**src/sv/mtsv_pkg.sv**
```systemverilog
`timescale 1ns / 1ps
// ----------------------------------------------------------------------------
// mtsv_pkg: shared types for the track stream validator
// Request/result payloads, configuration bundle, parse phases, status codes
// and the call-command check.
// ----------------------------------------------------------------------------
package mtsv_pkg;

  // Byte-code constants
  localparam logic [7:0] NOTE_MIN_BYTE = 8'h80;  // first byte that is not a length
  localparam logic [7:0] CMD_MIN_BYTE  = 8'hE0;  // first command code
  localparam logic [7:0] BAD_CODE_BYTE = 8'hFF;  // reserved code, an error wherever a code byte is expected
  localparam logic [7:0] CALL_CODE     = 8'hEF;  // subroutine call command

  localparam int unsigned CODE_LEN_W = 62;

  // Configuration register indexes
  typedef enum logic [1:0] {
    CFG_TRACK_IS_SUB     = 2'd0,
    CFG_SUBROUTINE_COUNT = 2'd1,
    CFG_CODE_ARG_LENGTHS = 2'd2
  } cfg_idx_t;

  localparam int unsigned CFG_INDEX_W = 2;
  localparam int unsigned CFG_DATA_W  = CODE_LEN_W;

  // Parse phase
  typedef enum logic [1:0] {
    PH_CODE      = 2'd0,
    PH_AFTER_LEN = 2'd1,
    PH_ARGS      = 2'd2
  } phase_t;

  // Status codes
  typedef enum logic [2:0] {
    ST_OK         = 3'd0,
    ST_ZERO_BYTE  = 3'd1,
    ST_END_AFTER  = 3'd2,
    ST_CODE_FF    = 3'd3,
    ST_INCOMPLETE = 3'd4,
    ST_NESTED     = 3'd5,
    ST_BAD_INDEX  = 3'd6,
    ST_ZERO_LOOPS = 3'd7
  } status_t;

  typedef struct packed {
    logic [7:0] data_byte;
    logic       last_byte;
  } in_req_t;

  typedef struct packed {
    logic [2:0] status;
    logic       verdict_final;
  } out_rsp_t;

  typedef struct packed {
    logic                  track_is_sub;
    logic [15:0]           subroutine_count;
    logic [CODE_LEN_W-1:0] code_arg_lengths;
  } cfg_t;

  // Checks run when a call command completes
  function automatic status_t call_check(
    input logic        is_sub,
    input logic [15:0] sub_count,
    input logic [15:0] index,
    input logic        check_loops,
    input logic [7:0]  loop_count
  );
    status_t res;
    if (is_sub) begin
      res = ST_NESTED;
    end else if (index >= sub_count) begin
      res = ST_BAD_INDEX;
    end else if (check_loops && (loop_count == 8'd0)) begin
      res = ST_ZERO_LOOPS;
    end else begin
      res = ST_OK;
    end
    return res;
  endfunction

endpackage

```
**src/sv/mtsv_parse.sv**
```systemverilog
`timescale 1ns / 1ps
// ----------------------------------------------------------------------------
// mtsv_parse: per-byte parser state and error latch
// Holds the parse phase, argument counter, call index bytes and the latched
// error; one byte is consumed per step_en cycle.
// ----------------------------------------------------------------------------
module mtsv_parse import mtsv_pkg::*; (
  input  logic    clk,
  input  logic    rst_n,
  input  logic    step_en,
  input  cfg_t    cfg,
  input  in_req_t req,
  output status_t status_o
);

  phase_t      phase_r, phase_nxt;
  logic [1:0]  args_left_r, args_left_nxt;
  logic        in_call_r, in_call_nxt;
  logic [1:0]  arg_pos_r, arg_pos_nxt;
  logic [7:0]  idx_lo_r, idx_lo_nxt;
  logic [7:0]  idx_hi_r, idx_hi_nxt;
  status_t     latched_r, latched_nxt;
  status_t     err;

  logic [7:0]  b;
  logic        last;
  logic [63:0] lengths_ext;
  logic [1:0]  code_nargs;
  logic        is_call;
  logic [7:0]  arg_lo, arg_hi;

  assign b           = req.data_byte;
  assign last        = req.last_byte;
  assign lengths_ext = {2'b00, cfg.code_arg_lengths};
  assign code_nargs  = lengths_ext[{b[4:0], 1'b0} +: 2];
  assign is_call     = (b == CALL_CODE);

  // Index bytes as they stand after this argument byte
  assign arg_lo = (arg_pos_r == 2'd0) ? b : idx_lo_r;
  assign arg_hi = (arg_pos_r == 2'd1) ? b : idx_hi_r;

  // Next parse state (ignoring the latch and end-of-track clear)
  always_comb begin
    phase_nxt     = phase_r;
    args_left_nxt = args_left_r;
    in_call_nxt   = in_call_r;
    arg_pos_nxt   = arg_pos_r;
    idx_lo_nxt    = idx_lo_r;
    idx_hi_nxt    = idx_hi_r;
    if (phase_r == PH_ARGS) begin
      idx_lo_nxt    = arg_lo;
      idx_hi_nxt    = arg_hi;
      args_left_nxt = args_left_r - 2'd1;
      arg_pos_nxt   = arg_pos_r + 2'd1;
      if (args_left_r == 2'd1) begin
        phase_nxt = PH_CODE;
      end
    end else if ((phase_r == PH_AFTER_LEN) && (b < NOTE_MIN_BYTE)) begin
      phase_nxt = PH_CODE;
    end else begin
      phase_nxt = PH_CODE;
      if (b < NOTE_MIN_BYTE) begin
        if (b != 8'd0) begin
          phase_nxt = PH_AFTER_LEN;
        end
      end else if ((b >= CMD_MIN_BYTE) && (b != BAD_CODE_BYTE)) begin
        in_call_nxt = is_call;
        idx_lo_nxt  = 8'd0;
        idx_hi_nxt  = 8'd0;
        arg_pos_nxt = 2'd0;
        if ((code_nargs != 2'd0) && !last) begin
          phase_nxt     = PH_ARGS;
          args_left_nxt = code_nargs;
        end
      end
    end
  end

  // Error raised by this byte
  always_comb begin
    err = ST_OK;
    if (phase_r == PH_ARGS) begin
      if (args_left_r == 2'd1) begin
        if (in_call_r) begin
          err = call_check(cfg.track_is_sub, cfg.subroutine_count, {arg_hi, arg_lo},
                           arg_pos_r >= 2'd2, b);
        end
      end else if (last) begin
        err = ST_INCOMPLETE;
      end
    end else if ((phase_r == PH_AFTER_LEN) && (b < NOTE_MIN_BYTE)) begin
      if (last) err = ST_END_AFTER;
    end else if (b < NOTE_MIN_BYTE) begin
      if (b == 8'd0) err = ST_ZERO_BYTE;
      else if (last) err = ST_END_AFTER;
    end else if (b >= CMD_MIN_BYTE) begin
      if (b == BAD_CODE_BYTE) begin
        err = ST_CODE_FF;
      end else if (code_nargs == 2'd0) begin
        if (is_call) begin
          err = call_check(cfg.track_is_sub, cfg.subroutine_count, 16'd0, 1'b0, 8'd0);
        end
      end else if (last) begin
        err = ST_INCOMPLETE;
      end
    end
  end

  // First error wins
  assign latched_nxt = ((latched_r == ST_OK) && (err != ST_OK)) ? err : latched_r;
  assign status_o    = latched_nxt;

  // State registers: frozen while an error is latched, cleared at track end
  always_ff @(posedge clk) begin
    if (!rst_n) begin
      phase_r     <= PH_CODE;
      args_left_r <= 2'd0;
      in_call_r   <= 1'b0;
      arg_pos_r   <= 2'd0;
      idx_lo_r    <= 8'd0;
      idx_hi_r    <= 8'd0;
      latched_r   <= ST_OK;
    end else if (step_en) begin
      if (last) begin
        phase_r     <= PH_CODE;
        args_left_r <= 2'd0;
        in_call_r   <= 1'b0;
        arg_pos_r   <= 2'd0;
        idx_lo_r    <= 8'd0;
        idx_hi_r    <= 8'd0;
        latched_r   <= ST_OK;
      end else if (latched_r == ST_OK) begin
        phase_r     <= phase_nxt;
        args_left_r <= args_left_nxt;
        in_call_r   <= in_call_nxt;
        arg_pos_r   <= arg_pos_nxt;
        idx_lo_r    <= idx_lo_nxt;
        idx_hi_r    <= idx_hi_nxt;
        latched_r   <= latched_nxt;
      end
    end
  end

`ifndef SYNTHESIS
  // Track end leaves a clean parser
  a_clear_at_end: assert property (@(posedge clk) disable iff (!rst_n)
    step_en && last |=> (latched_r == ST_OK) && (phase_r == PH_CODE))
    else $error("parser not cleared after last byte");

  // A latched error is held until the last byte
  a_latch_holds: assert property (@(posedge clk) disable iff (!rst_n)
    (latched_r != ST_OK) && !(step_en && last) |=> $stable(latched_r))
    else $error("latched error changed before track end");

  // Reported status never drops a latched error
  a_status_sticky: assert property (@(posedge clk) disable iff (!rst_n)
    (latched_r != ST_OK) |-> (status_o == latched_r))
    else $error("status lost latched error");
`endif

endmodule

```
**src/sv/music_track_stream_validator_unit.sv**
```systemverilog
`timescale 1ns / 1ps
// ----------------------------------------------------------------------------
// music_track_stream_validator_unit: sequencer track byte checker
// Input register, combinational parse step, result register.
// ----------------------------------------------------------------------------
//  channel | direction | handshake           | payload
//  in_     | input     | in_valid / in_stall | in_data  (data_byte, last_byte)
//  out_    | output    | out_valid/out_stall | out_data (status, verdict_final)
//  cfg_    | input     | cfg_we              | cfg_index, cfg_wdata
//
// One request per cycle sustained while out_stall is low; out_valid rises once
// the request has passed the input register and the parse step into the
// result register.
// The parse state update is the single loop: one byte per clock while not stalled.
// Reset (rst_n low, synchronous) clears the parser, the pipeline valids and
// all configuration registers. An out_stall holds the result register and,
// once the input register is also full, raises in_stall in the same cycle.
// ----------------------------------------------------------------------------
module music_track_stream_validator_unit import mtsv_pkg::*; (
  input  logic                   clk,
  input  logic                   rst_n,
  input  logic                   in_valid,
  output logic                   in_stall,
  input  in_req_t                in_data,
  output logic                   out_valid,
  input  logic                   out_stall,
  output out_rsp_t               out_data,
  input  logic                   cfg_we,
  input  logic [CFG_INDEX_W-1:0] cfg_index,
  input  logic [CFG_DATA_W-1:0]  cfg_wdata
);

  cfg_t     cfg_r;
  logic     s1_valid_r;
  in_req_t  s1_data_r;
  logic     out_valid_r;
  out_rsp_t out_data_r;
  logic     advance;
  logic     in_accept;
  status_t  step_status;

  // Pipeline control
  assign advance   = s1_valid_r && (!out_valid_r || !out_stall);
  assign in_stall  = s1_valid_r && !advance;
  assign in_accept = in_valid && !in_stall;

  // Configuration registers
  always_ff @(posedge clk) begin
    if (!rst_n) begin
      cfg_r <= '0;
    end else if (cfg_we) begin
      unique case (cfg_idx_t'(cfg_index))
        CFG_TRACK_IS_SUB:     cfg_r.track_is_sub     <= cfg_wdata[0];
        CFG_SUBROUTINE_COUNT: cfg_r.subroutine_count <= cfg_wdata[15:0];
        CFG_CODE_ARG_LENGTHS: cfg_r.code_arg_lengths <= cfg_wdata;
        default: ;
      endcase
    end
  end

  // Input register
  always_ff @(posedge clk) begin
    if (!rst_n) begin
      s1_valid_r <= 1'b0;
    end else if (in_accept) begin
      s1_valid_r <= 1'b1;
    end else if (advance) begin
      s1_valid_r <= 1'b0;
    end
  end

  always_ff @(posedge clk) begin
    if (in_accept) begin
      s1_data_r <= in_data;
    end
  end

  mtsv_parse u_parse (
    .clk      (clk),
    .rst_n    (rst_n),
    .step_en  (advance),
    .cfg      (cfg_r),
    .req      (s1_data_r),
    .status_o (step_status)
  );

  // Result register
  always_ff @(posedge clk) begin
    if (!rst_n) begin
      out_valid_r <= 1'b0;
    end else if (advance) begin
      out_valid_r <= 1'b1;
    end else if (!out_stall) begin
      out_valid_r <= 1'b0;
    end
  end

  always_ff @(posedge clk) begin
    if (advance) begin
      out_data_r.status        <= step_status;
      out_data_r.verdict_final <= s1_data_r.last_byte;
    end
  end

  assign out_valid = out_valid_r;
  assign out_data  = out_data_r;

`ifndef SYNTHESIS
  // A parse step always lands in the result register
  a_step_to_out: assert property (@(posedge clk) disable iff (!rst_n)
    advance |=> out_valid)
    else $error("parse step produced no result");

  // A request in the input register is never dropped
  a_s1_kept: assert property (@(posedge clk) disable iff (!rst_n)
    s1_valid_r && !advance |=> s1_valid_r && $stable(s1_data_r))
    else $error("pending request lost");

  // Input is only stalled when the input register cannot drain
  a_stall_cause: assert property (@(posedge clk) disable iff (!rst_n)
    in_stall |-> s1_valid_r && out_valid_r && out_stall)
    else $error("input stalled without cause");
`endif

endmodule
```
**config.mk**
```make
export PLATFORM = sky130hd
export DESIGN_NAME = music_track_stream_validator_unit
export DESIGN_NICKNAME = d
export VERILOG_FILES = /design/src/sv/mtsv_pkg.sv /design/src/sv/mtsv_parse.sv /design/src/sv/music_track_stream_validator_unit.sv
export SDC_FILE = /design/constraint.sdc
export NUM_CORES = 1
export LEC_CHECK = 0
export ABC_AREA = 1
export BUFFER_PORTS_ARGS = -buffer_cell sky130_fd_sc_hd__buf_2
export CORE_MARGIN = 5
export CORE_UTILIZATION = 58
export CTS_CLUSTER_SIZE = 8
export DETAILED_ROUTE_END_ITERATION = 10
export PLACE_DENSITY = 0.8
export SETUP_SLACK_MARGIN = 0.4
export SLEW_MARGIN = 10
export SYNTH_ARGS = -nofsm -noshare
export SYNTH_HDL_FRONTEND = slang
export SYNTH_HIERARCHICAL = 1
export SYNTH_SLANG_ARGS = --single-unit
export TNS_END_PERCENT = 1
```
**constraint.sdc**
```tcl
create_clock -name clk -period 3.2 [get_ports clk]
set_input_delay 0.64 -clock clk [delete_from_list [all_inputs] [get_ports clk]]
set_output_delay 0.64 -clock clk [all_outputs]
set_load 0.02 [all_outputs]
```
Word level (Yosys, flattened, before mapping)
Cells that the tools add are included.
{ "word_totals": {"regBits": 120, "output_inout_bits": 6, "elab_cells": 138} }
{ "op_classes": {"add_sub_neg": 2, "magnitude_cmp": 5, "n_eq_ne": 16, "n_shift": 1, "muxes": 63, "n_reduce_logical": 35} }
{ "ops": {"columns": ["operator", "n"], "rows": [
  ["8-bit two-way mux", 11],
  ["64-bit by 7-bit indexed part select with 2-bit output", 1],
  ["3-bit two-way mux", 19],
  ["2-bit two-way mux", 22],
  ["8-bit equality test (second input constant)", 2],
  ["1-bit by 16-bit greater-or-equal comparator with 1-bit output (first input constant)", 1],
  ["16-bit greater-or-equal comparator", 1],
  ["6-bit AND reduction", 2],
  ["1-bit two-way mux", 11],
  ["3-bit nonzero test", 3],
  ["2-bit by 1-bit equality test with 1-bit output (second input constant)", 4],
  ["8-bit greater-or-equal comparator (second input constant)", 1],
  ["1-bit logical AND", 8],
  ["8-bit logical NOT", 1],
  ["8-bit < comparator (second input constant)", 1],
  ["8-bit != test (second input constant)", 1],
  ["2-bit AND reduction", 4],
  ["2-bit nonzero test", 4],
  ["8-bit nonzero test", 1],
  ["2-bit logical NOT", 3],
  ["2-bit != test (second input constant)", 3],
  ["3-bit != test (second input constant)", 2],
  ["1-bit logical NOT", 5],
  ["5-bit AND reduction", 1],
  ["other kinds (9)", 10]
]} }

Logic depth before layout (Yosys ltp)
Gate-level depths: netlist of run 1.
{ "depth": {"depth_word": 15, "depth_mapped": 24} }

Cells and area by module
Netlist of run 1, hierarchy kept.
{ "by_module_without_submodules": {"columns": ["module", "n_inst", "cells_each", "area_each_um2", "seq_area_each_um2"], "rows": [
  ["music_track_stream_validator_unit", 1, 531, 3706.1, 2011.9],
  ["mtsv_parse", 1, 475, 2761.4, 520.5]
]} }

Worst setup path before layout of run 1
No wires, ideal clock.
{ "synth_path": {"path_kind": "reg2reg", "startpoint": "register u_parse.arg_pos_r[0]", "endpoint": "register out_data_r (netlist bit out_data[3]), data pin", "setup_time_ps": 254, "arrival_ps": 2157, "required_ps": 2946, "path_slack_ps": 788, "stages_incl_launch_ff": 20, "n_path_buf": 1, "cell_sequence": "dfxtp_1 > inv_1 > ha_1 > clkbuf_1 > o21ai_0 > ha_1 > nand2_1 > inv_1 > nand2_1 > nand2_1 > nand2_1 > nand2_1 > nand2_1 > nand4_1 > o21bai_1 > nand2_1 > nand2_1 > nand2_1 > nand2_1 > nand2_2"} }
{ "synth_between": {"elab_chain_cells": 11, "word_cells_on_any_way": 16, "cone_classes": "2 x order compare; 1 x eq/ne; 9 x mux; 4 x reduce/logical"} }
{ "synth_rtl": {"columns": ["element", "line_no", "source"], "rows": [
  ["start, declared", "mtsv_parse.sv:19", "logic [1:0] arg_pos_r, arg_pos_nxt;"],
  ["start signal, assigned", "mtsv_parse.sv:136", "arg_pos_r <= arg_pos_nxt;"],
  ["2-bit by 1-bit equality test with 1-bit output (tied with other cells)", "mtsv_parse.sv:40", "assign arg_hi = (arg_pos_r == 2'd1) ? b : idx_hi_r;"],
  ["8-bit two-way mux (tied with other cells)", "mtsv_parse.sv:40", null],
  ["16-bit greater-or-equal comparator / 3-bit two-way mux (equally long branches)", "mtsv_pkg.sv:73, mtsv_pkg.sv:75", null],
  ["3-bit two-way mux (*)", "mtsv_pkg.sv:73", "end else if (index >= sub_count) begin"],
  ["3-bit two-way mux (*)", "mtsv_pkg.sv:71", "if (is_sub) begin"],
  ["3-bit two-way mux (*)", "mtsv_parse.sv:84", "if (in_call_r) begin"],
  ["3-bit two-way mux (*)", "mtsv_parse.sv:83", "if (args_left_r == 2'd1) begin"],
  ["3-bit two-way mux (*)", "mtsv_parse.sv:82", "if (phase_r == PH_ARGS) begin"],
  ["3-bit nonzero test", "mtsv_parse.sv:110", "assign latched_nxt = ((latched_r == ST_OK) && (err != ST_OK)) ? err : latched_r;"],
  ["1-bit logical AND", "mtsv_parse.sv:110", null],
  ["3-bit two-way mux (*)", "mtsv_parse.sv:110", null],
  ["via step_status[2]", "music_track_stream_validator_unit.sv:40", "status_t step_status;"],
  ["end, declared", "music_track_stream_validator_unit.sv:37", "out_rsp_t out_data_r;"]
]} }
The timed path passes the listed nets; every way through them passes the cells marked *.
A chain may end at the register's enable or synchronous reset.

Worst setup path in the final report of run 1
{ "layout_path": {"startpoint": "register u_parse.arg_pos_r[1]", "endpoint": "register u_parse.latched_r[2]"} }
{ "layout_between": {"elab_chain_cells": 13, "word_cells_on_any_way": 18, "cone_classes": "2 x order compare; 1 x eq/ne; 11 x mux; 4 x reduce/logical"} }
{ "layout_rtl": {"columns": ["element", "line_no", "source"], "rows": [
  ["2-bit by 1-bit equality test with 1-bit output (tied with other cells)", "mtsv_parse.sv:40", null],
  ["8-bit two-way mux (tied with other cells)", "mtsv_parse.sv:40", null],
  ["16-bit greater-or-equal comparator / 3-bit two-way mux (equally long branches)", "mtsv_pkg.sv:73, mtsv_pkg.sv:75", null],
  ["3-bit two-way mux (*)", "mtsv_pkg.sv:73", null],
  ["3-bit two-way mux (*)", "mtsv_pkg.sv:71", null],
  ["3-bit two-way mux (*)", "mtsv_parse.sv:84", null],
  ["3-bit two-way mux (*)", "mtsv_parse.sv:83", null],
  ["3-bit two-way mux (*)", "mtsv_parse.sv:82", null],
  ["3-bit nonzero test", "mtsv_parse.sv:110", null],
  ["1-bit logical AND", "mtsv_parse.sv:110", null],
  ["3-bit two-way mux (*)", "mtsv_parse.sv:110", null],
  ["via step_status[2]", "music_track_stream_validator_unit.sv:40", null],
  ["3-bit two-way mux (*)", "mtsv_parse.sv:132", "end else if (latched_r == ST_OK) begin"],
  ["3-bit two-way mux (*)", "mtsv_parse.sv:124", "if (last) begin"],
  ["end signal, assigned", "mtsv_parse.sv:139", "latched_r <= latched_nxt;"],
  ["end, declared", "mtsv_parse.sv:22", "status_t latched_r, latched_nxt;"]
]} }
The timed path passes the listed nets; every way through them passes the cells marked *. The select of a mux whose other input is x is not followed.

==> results of run 1 <==
==> kinds of logic after synthesis <==
group                    count (synthesis)  share of synthesized area (%)
AND/OR/NAND/NOR                        559                           34.5
AO/OA/AOI/OAI                           96                           8.86
buffers and inverters                  211                           13.6
flip-flops                             120                           39.2
adder cells (fa/ha/maj)                 20                           3.87
==> worst max-delay path: stages (launching register included) <==
cell and delay [ps]:
dfxtp_1 350, inv_1 130, ha_4 240, o21ai_0 290, ha_1 300, a21oi_1 150, o21ai_0 90, nor2_1 140
nand4_1 160, o21bai_1 160, nand2_1 60, nand2_1 60, nand2_1 60, nand2_1 70, nand2_2 50, nand2_1 60
a21oi_2 50
==> power breakdown <==
part	leakage (nW)	internal (W)	total [W]	switching [W]
registers	1.00	0.00160	0.00165	0.0000499
clock network	0.281	0.00116	0.00181	0.000651
logic	2.60	0.000202	0.000533	0.000331
total	3.88	0.00297	0.00400	0.00103
==> cell type report <==
cell class | instances | area (um^2)
fillers | 946 | 3380
multi-input cells | 675 | 3090
flip-flops and latches | 120 | 2530
inverters | 167 | 627
repair buffers | 95 | 518
clock buffers | 23 | 467
well taps | 140 | 175
clock inverters | 9 | 97.6
==> routing by layer <==
layer / GRT usage [%] / routed length (um)
met3: 5.54 / 1150
met2: 37.5 / 6920
met1: 31.1 / 6950
met5: 0 / 0
met4: 9.70 / 206
==> cells in the mapped netlist (all sizes together) <==
library cell,n
inv,167
o22ai,1
a31oi,1
a21o,1
edfxtp,13
and3,1
nand3,60
or2,2
o21ai,36
nor2,192
o211a,1
nor3,4
o21bai,1
ha,20
nand3b,1
clkbuf,11
a211oi,19
nand4,4
dfxtp,107
buf,33
nand2,295
a21oi,36
==> flip-flops by register name, summed over array words and instances, names as in the netlist <==
signal	cells
cfg_r	79
out_data	4
out_valid	1
s1_data_r	9
s1_valid_r	1
u_parse/arg_pos_r	2
u_parse/args_left_r	2
u_parse/idx_hi_r	8
u_parse/idx_lo_r	8
u_parse/in_call_r	1
u_parse/latched_r	3
u_parse/phase_r	2
==> through the flow <==
stage	area, um^2	utilization (%)	hold slack (ps)	instances	setup WS [ps]
6_report	7500	68.9	298	1229	608
2_1_floorplan	6470	-	431	1006	788
3_5_place_dp	6920	63.5	447	1197	533
5_1_grt	7500	68.9	269	1229	414
3_3_place_gp	6920	63.5	446	1197	626
4_1_cts	7480	68.7	276	1229	522
==> worst max path at each step <==
stage                         start  depth (start not counted)              endpoint  slack (ps)
6_report       u_parse/arg_pos_r[1]                         16  u_parse/latched_r[2]         610
5_1_grt        u_parse/arg_pos_r[1]                         16  u_parse/latched_r[2]         410
4_1_cts        u_parse/arg_pos_r[1]                         16  u_parse/latched_r[2]         520
3_5_place_dp   u_parse/arg_pos_r[1]                         16  u_parse/latched_r[2]         530
3_3_place_gp   u_parse/arg_pos_r[0]                         20  u_parse/latched_r[2]         630
2_1_floorplan  u_parse/arg_pos_r[0]                         19           out_data[3]         790
==> results.yml, run 1 <==
status:
  status: "complete, no violations"
synth:
  synth-seq-cells: 120
  synth_cell_types: 33
  yosys.area.top_type: "dfxtp_1"
  syn_avg_cell_area_um2: 6.43
  synth_warnings: 6
  synthCells: 1006
  syn_nets: 1104
  ys_top_cells_by_area: "dfxtp_1, nand2_1, nor2_1"
  ys_seq_area_share_pct: 39.2
  syn-cell-area_um2: 6470
  netlist.area_leader.share_pct: 33.1
cts:
  cts_tree: "done"
  cts_root_buf: "clkbuf_8"
  cts_hold_buf: 0
  post_cts.repair.setup_buffers: 0
  cts_max_path_buffers: 2
  cts_resized: 0
  cts_made_buffers: 17
  htree_levels: 4
  clock_sinks: 120
  clk_latency_ps: 520
  path_clk_slew_ps: 60
detailed_routing:
  dr.pass1.iters: 6
  vias: 6087
  route.detailed.drc: 0
  drtIter0Drc: 446
  ant_nets: 0
  via_per_inst: 4.95
  routed_wl_um: 15200
  wire_per_inst_um: 12.4
sta:
  worstMarginPinSlew_ps: 848
  rsz0062_at_grt: "false"
  max_freq_mhz: 386
  fin_crit_ps: 2590
  slew_headroom_pct: 43.4
  setup_viol: 0
  finalCritPeriodShare_pct: 81.0
  slew_violations: 0
  tns_ps: 0
  finalHoldViolations: 0
  finalClockSkew_ps: 7.06
critical_path:
  start_kind: "flip-flop"
  arrival_ps: 2960
  crit_path_max_fanout: 16
  crit_type: "reg2reg"
  rrSetupSlack_ps: 610
  r2r_end: "u_parse/latched_r[2]"
  crit_required_ps: 3570
  cp-end-kind: "flip-flop"
  r2r_cells: 16
  worstReg2RegStart: "u_parse/arg_pos_r[1]"
grt:
  grt_pass1_wl_um: 25000
  grt_antenna_before_repair: 0
  grt_pass1_vias: 5580
  grt_use_total_pct: 23.6
  grt_max_degree: 80
  grt_overflow: 0
flow_run:
  maxCapViolations: 0
finish:
  final_common_cell: "nand2_1"
  nNetsFinal: 1174
  area_delta_synth_final_pct: 16.0
  final_cell_mix: "nand2_1, nor2_1, inv_1"
  drive_gt1_share_pct: 13.5
  diodes: 0
floorplan:
  die_w_um: 116
  rows: 38
  pin_count: 84
  design.core.area_um2: 10900
  fp.dieH_um: 116
  initial_core_util_pct: 59.4
  die_area_um2: 13400
placed_design:
  io_buffers: 83
  gp_congestion: 0.927
  dpl.hpwl_um: 10300
power:
  power.leakage_nw: 3.88
  power_density_nw_per_um2: 533
  total_power_w: 0.00400
  ir_drop_mv: 0.458
hold_path:
  worstHoldPathCells: 1
  hp-start: "in_data[7]"
  holdCritPathClass: "in2reg"
  min_to: "s1_data_r[7]"
Power figures use the tool's default switching activity.
==> run 2: changes to the inputs <==
--- a/config.mk
+++ b/config.mk
@@ -5,7 +5,7 @@
 export SDC_FILE = /design/constraint.sdc
 export NUM_CORES = 1
 export LEC_CHECK = 0
-export ABC_AREA = 1
+export ABC_AREA = 0
 export BUFFER_PORTS_ARGS = -buffer_cell sky130_fd_sc_hd__buf_2
 export CORE_MARGIN = 5
 export CORE_UTILIZATION = 58
==> constraint.sdc (replaced) <==
create_clock -name clk -period 2.7 [get_ports clk]
set_input_delay 0.54 -clock clk [delete_from_list [all_inputs] [get_ports clk]]
set_output_delay 0.54 -clock clk [all_outputs]
set_load 0.02 [all_outputs]
==> results.yml, run 2 <==
finish:
  finalInstanceArea_um2: 7650
  nNetsFinal: 844
  area_delta_synth_final_pct: 22.0
  final_common_cell: "nand2_1"
  final_util_pct: 71.5
  largest_register_ffs: 79
  regMostFlops: "cfg_r"
  final_cell_mix: "nand2_1, dfxtp_1, mux2i_1"
  drive_gt1_share_pct: 25.9
  fillCellCount: 760
  largest_registers: "cfg_r x79, s1_data_r x9"
  diodes: 0
floorplan:
  die_area_um2: 13000
  rows: 38
  pin_count: 84
  design.core.area_um2: 10700
  initial_core_util_pct: 58.6
  fp.dieH_um: 114
  die_w_um: 114
detailed_routing:
  route.detailed.drc: 0
  drtIter0Drc: 408
  ant_nets: 0
  dr.pass1.iters: 5
  wire_per_inst_um: 18.6
  routed_wl_um: 16700
  vias: 5345
  via_per_inst: 5.95
power:
  pwr-share-comb_pct: 10.0
  power.leakage_nw: 3.02
  ir_drop_mv: 0.355
  power_density_nw_per_um2: 611
  power_switching_w: 0.00109
  seq_power_share_pct: 40.9
  clock_power_share_pct: 49.1
  swShare_pct: 23.3
  power.internal_w: 0.00358
critical_path:
  crit_type: "reg2reg"
  crit_required_ps: 3070
  arrival_ps: 3090
  crit_path_max_fanout: 6
  start_kind: "flip-flop"
  cp-end-kind: "flip-flop"
synth:
  synth_cell_types: 58
  synth_commonest_cells: "nand2_1, dfxtp_1, mux2i_1, a21oi_1, inv_1"
  syn_nets: 770
  synth_top_family_by_area: "multiplexers"
  synthMuxAreaShare_pct: 21.5
  synth_compound_area_share_pct: 9.97
  synth_fa_ha_area_share_pct: 3.99
  ys_seq_area_share_pct: 40.4
  asyncSetResetFlopFracSynth_pct: 0
  syn_avg_cell_area_um2: 9.32
  ys.flop_type: "dfxtp_1"
  synth-simple-area-share_pct: 16.8
  synth_warnings: 6
  ys_top_cells_by_area: "dfxtp_1, mux2i_1, nand2_1"
  synth_xor_area_share_pct: 0
  synthCells: 672
  synth-seq-cells: 120
  netlist.area_leader.share_pct: 34.2
  yosys.area.top_type: "dfxtp_1"
  synth_edf_count: 13
  synth_most_common_cell: "nand2_1"
  syn-cell-area_um2: 6260
cts:
  cts_max_path_buffers: 2
  cts_tree: "done"
  clock_sinks: 120
  cts_hold_buf: 0
  htree_levels: 4
  cts_root_buf: "clkbuf_8"
  cts_made_buffers: 17
  clk_latency_ps: 520
  path_clk_slew_ps: 60
sta:
  max_freq_mhz: 367
  slew_headroom_pct: 53.1
  finalHoldViolations: 0
  rsz0062_at_grt: "true"
  setup_viol: 3
  worst_slack_ps: -24.9
  worstMarginPinSlew_ps: 697
  finalClockSkew_ps: 10.9
  tns_ps: -60.0
  fin_crit_ps: 2720
  slew_violations: 0
  finalCritPeriodShare_pct: 101
grt:
  grt_overflow: 0
  grt_pass1_wl_um: 27100
  grt_use_total_pct: 26.1
  grt_pass1_vias: 5522
  grt_antenna_before_repair: 0
  grt_max_degree: 137
hold_path:
  holdCritPathClass: "in2reg"
placed_design:
  dpl.hpwl_um: 10900
  gp_congestion: 0.890
  placed_cell_area_um2: 6780
  io_buffers: 83
status:
  violations: "negative setup slack"
  status: "finished with violations"
flow_run:
  maxCapViolations: 0
==> run 2: metrics by stage <==
step	setup WS [ps]	hold slack (ps)	std cells	power [W]
after floorplan	203	429	672	0.00223
after global placement	66.7	436	862	0.00234
after detailed placement	-68.2	449	862	0.00236
after CTS	-0.790	181	897	0.00465
after global routing	-130	186	898	0.00482
final	-24.9	200	898	0.00467
==> run 2: power groups by stage <==
stage	clock, W	combinational [W]	sequential (W)
floorplan	0	0.000301	0.00193
global placement	0	0.000403	0.00194
detailed placement	0	0.000419	0.00194
CTS	0.00231	0.000434	0.00191
global route	0.00239	0.000509	0.00191
finish	0.00229	0.000469	0.00191
==> run 2: logic make-up after synthesis <==
| family | Yosys count |
|---|---|
| AO/OA/AOI/OAI | 91 |
| adder cells (fa/ha/maj) | 20 |
| buffers and inverters | 80 |
| flip-flops | 120 |
| multiplexers | 119 |
| AND/OR/NAND/NOR | 242 |
==> run 2: what timing repair did <==
item / 4_1_cts / 5_1_grt
endpoints found under the hold margin: 0 / 0
buffers inserted: 4 / 1
pin swaps: 9 / 13
gates resized for setup: 15 / 23
setup endpoints to repair: 7 / 21
==> run 2: final cells by class <==
cell class	instances	area, um^2	area share [%]
Clock buffer	25	527	6.89
Timing Repair Buffer	106	648	8.48
Sequential cell	120	2540	33.2
Tap cell	140	175	2.29
Multi-Input combinational cell	472	3570	46.6
Inverter	29	111	1.46
Clock inverter	6	81.3	1.06
==> run 2: worst paths after layout <==
path,from,end,slack [ps],cells past startpoint
setup / recovery,s1_data_r[1],out_data[2],-20,8
hold / removal,in_data[6],s1_data_r[6],200,1
setup reg to reg,s1_data_r[1],out_data[2],-20,8
hold reg to reg,u_parse/idx_lo_r[5],u_parse/idx_lo_r[5],450,2
==> run 2: critical path, stage by stage (launching register included) <==
cell and delay, ps:
edfxtp_1 610, mux2_4 380, ha_4 270, nand4_1 160, o311a_1 400, o211ai_1 170
a21o_1 240, o2111ai_2 180, o21bai_1 160
==> run 2: routing by layer <==
metal	vias up	routed length (um)	track usage, %
li1	2516	-	-
met1	2504	6570	31.3
met2	259	8420	44.3
met3	66	1070	6.15
met4	0	639	11.9
met5	-	0	0
==> run 3: changes to the inputs <==
--- a/config.mk
+++ b/config.mk
@@ -12,6 +12,7 @@
 export CTS_CLUSTER_SIZE = 8
 export DETAILED_ROUTE_END_ITERATION = 10
 export PLACE_DENSITY = 0.8
+export RECOVER_POWER = 50
 export SETUP_SLACK_MARGIN = 0.4
 export SLEW_MARGIN = 10
 export SYNTH_ARGS = -nofsm -noshare
==> results.yml, run 3 (same netlist as run 2, synthesis figures left out) <==
status:
  status: "finished with violations"
  violations: "negative setup slack"
finish:
  final_cell_mix: "nand2_1, dfxtp_1, mux2i_1"
  drive_gt1_share_pct: 25.6
  largest_registers: "cfg_r x79, s1_data_r x9"
  regMostFlops: "cfg_r"
  final_common_cell: "nand2_1"
  final_util_pct: 71.3
  finalInstanceArea_um2: 7630
  area_delta_synth_final_pct: 21.7
  multi_input_area_um2: 3570
  diodes: 0
  nNetsFinal: 844
  fillCellCount: 766
  seq_area_um2: 2540
  largest_register_ffs: 79
floorplan:
  die_w_um: 114
  pin_count: 84
  rows: 38
  initial_core_util_pct: 58.6
  die_area_um2: 13000
  fp.dieH_um: 114
  design.core.area_um2: 10700
sta:
  rsz0062_at_grt: "true"
  fin_crit_ps: 2730
  finalCritPeriodShare_pct: 101
  max_freq_mhz: 367
  slew_headroom_pct: 12.5
  tns_ps: -64.5
  setup_viol: 3
  finalClockSkew_ps: 9.63
  worst_slack_ps: -26.5
  finalHoldViolations: 0
  worstMarginPinSlew_ps: 1310
  slew_violations: 0
power:
  ir_drop_mv: 0.355
  power.leakage_nw: 3.01
  power_density_nw_per_um2: 612
cts:
  cts_tree: "done"
  clk_latency_ps: 520
  cts_max_path_buffers: 2
  htree_levels: 4
  cts_made_buffers: 17
  cts_root_buf: "clkbuf_8"
  clock_sinks: 120
  path_clk_slew_ps: 60
  cts_hold_buf: 0
grt:
  grt_pass1_wl_um: 27100
  grt_antenna_before_repair: 0
  grt.busiest_layer: "met2"
  grt_use_total_pct: 26.1
  grt_pass1_vias: 5522
  grt_overflow: 0
  met2_usage_pct: 44.3
  met3_usage_pct: 6.15
  grt_max_degree: 137
  use_met1_pct: 31.3
detailed_routing:
  wire_per_inst_um: 18.6
  routed_wl_um: 16700
  drtIter0Drc: 386
  dr.pass1.iters: 5
  vias: 5357
  via_per_inst: 5.97
  ant_nets: 0
  route.detailed.drc: 0
placed_design:
  io_buffers: 83
  dpl.hpwl_um: 10900
  placed_cell_area_um2: 6780
  gp_congestion: 0.890
critical_path:
  crit_required_ps: 3070
  r2r_cells: 8
  crit_path_max_fanout: 6
  arrival_ps: 3090
  crit_type: "reg2reg"
  crit_start: "s1_data_r[1]"
  r2r_end: "out_data[2]"
  crit_end: "out_data[2]"
  worstReg2RegStart: "s1_data_r[1]"
  rrSetupSlack_ps: -30
  cp-end-kind: "flip-flop"
  start_kind: "flip-flop"
flow_run:
  maxCapViolations: 0
hold_path:
  holdCritPathClass: "in2reg"
-- run 3: cell count changes in the layout (fill, tap and decap cells not counted), sizes merged --
cell and delta:
buf -3, clkbuf +3
-- run 3: metrics by stage --
step	hold slack, ps	std cells	power, W	setup slack, ps
2_1_floorplan	429	672	0.00223	203
3_3_place_gp	436	862	0.00234	66.7
3_5_place_dp	449	862	0.00236	-68.2
4_1_cts	181	897	0.00465	-0.790
5_1_grt	186	898	0.00481	-130
6_report	201	898	0.00467	-26.5
-- run 3: report_power, final --
part	switching, W	internal, W	total [W]
sequential	0.0000471	0.00186	0.00191
clock	0.000782	0.00151	0.00230
combinational	0.000263	0.000203	0.000466
-- run 3: how the worst min path moves through the flow --
stage / from / endpoint / slack, ps / cells past startpoint
after floorplan: u_parse/idx_hi_r[0] / u_parse/idx_hi_r[0] / 430 / 2
after global placement: u_parse/idx_hi_r[0] / u_parse/idx_hi_r[0] / 440 / 2
after detailed placement: u_parse/idx_hi_r[6] / u_parse/idx_hi_r[6] / 450 / 2
after CTS: in_data[1] / s1_data_r[1] / 180 / 1
after global routing: in_data[8] / s1_data_r[8] / 190 / 1
final: in_data[1] / s1_data_r[1] / 200 / 1
-- run 3: layout make-up --
cell class              count  area share [%]
multi-input cells         472            46.8
well taps                 140            2.30
flip-flops and latches    120            33.3
clock inverters             6            1.07
repair buffers            106            8.24
clock buffers              25            6.91
inverters                  29            1.46
-- run 3: per-layer routing --
layer | vias up | wire length (um)
met2 | 248 | 8440
met5 | - | 0
li1 | 2520 | -
met4 | 0 | 614
met3 | 59 | 1040
met1 | 2530 | 6600
-- run 3: worst max-delay path, cell delays in order (launching register included) --
cell and delay [ps]:
edfxtp_1 610, mux2_4 390, ha_4 270, nand4_1 160, o311a_1 400, o211ai_1 170, a21o_1 240, o2111ai_2 180
o21bai_1 160
-- run 3: repair_timing --
| action | 4_1_cts | 5_1_grt |
|---|---|---|
| cloned | 0 | 0 |
| setup endpoints to repair | 7 | 21 |
| buffers inserted | 4 | 1 |
| resized for setup | 15 | 23 |
| pin swaps | 9 | 13 |
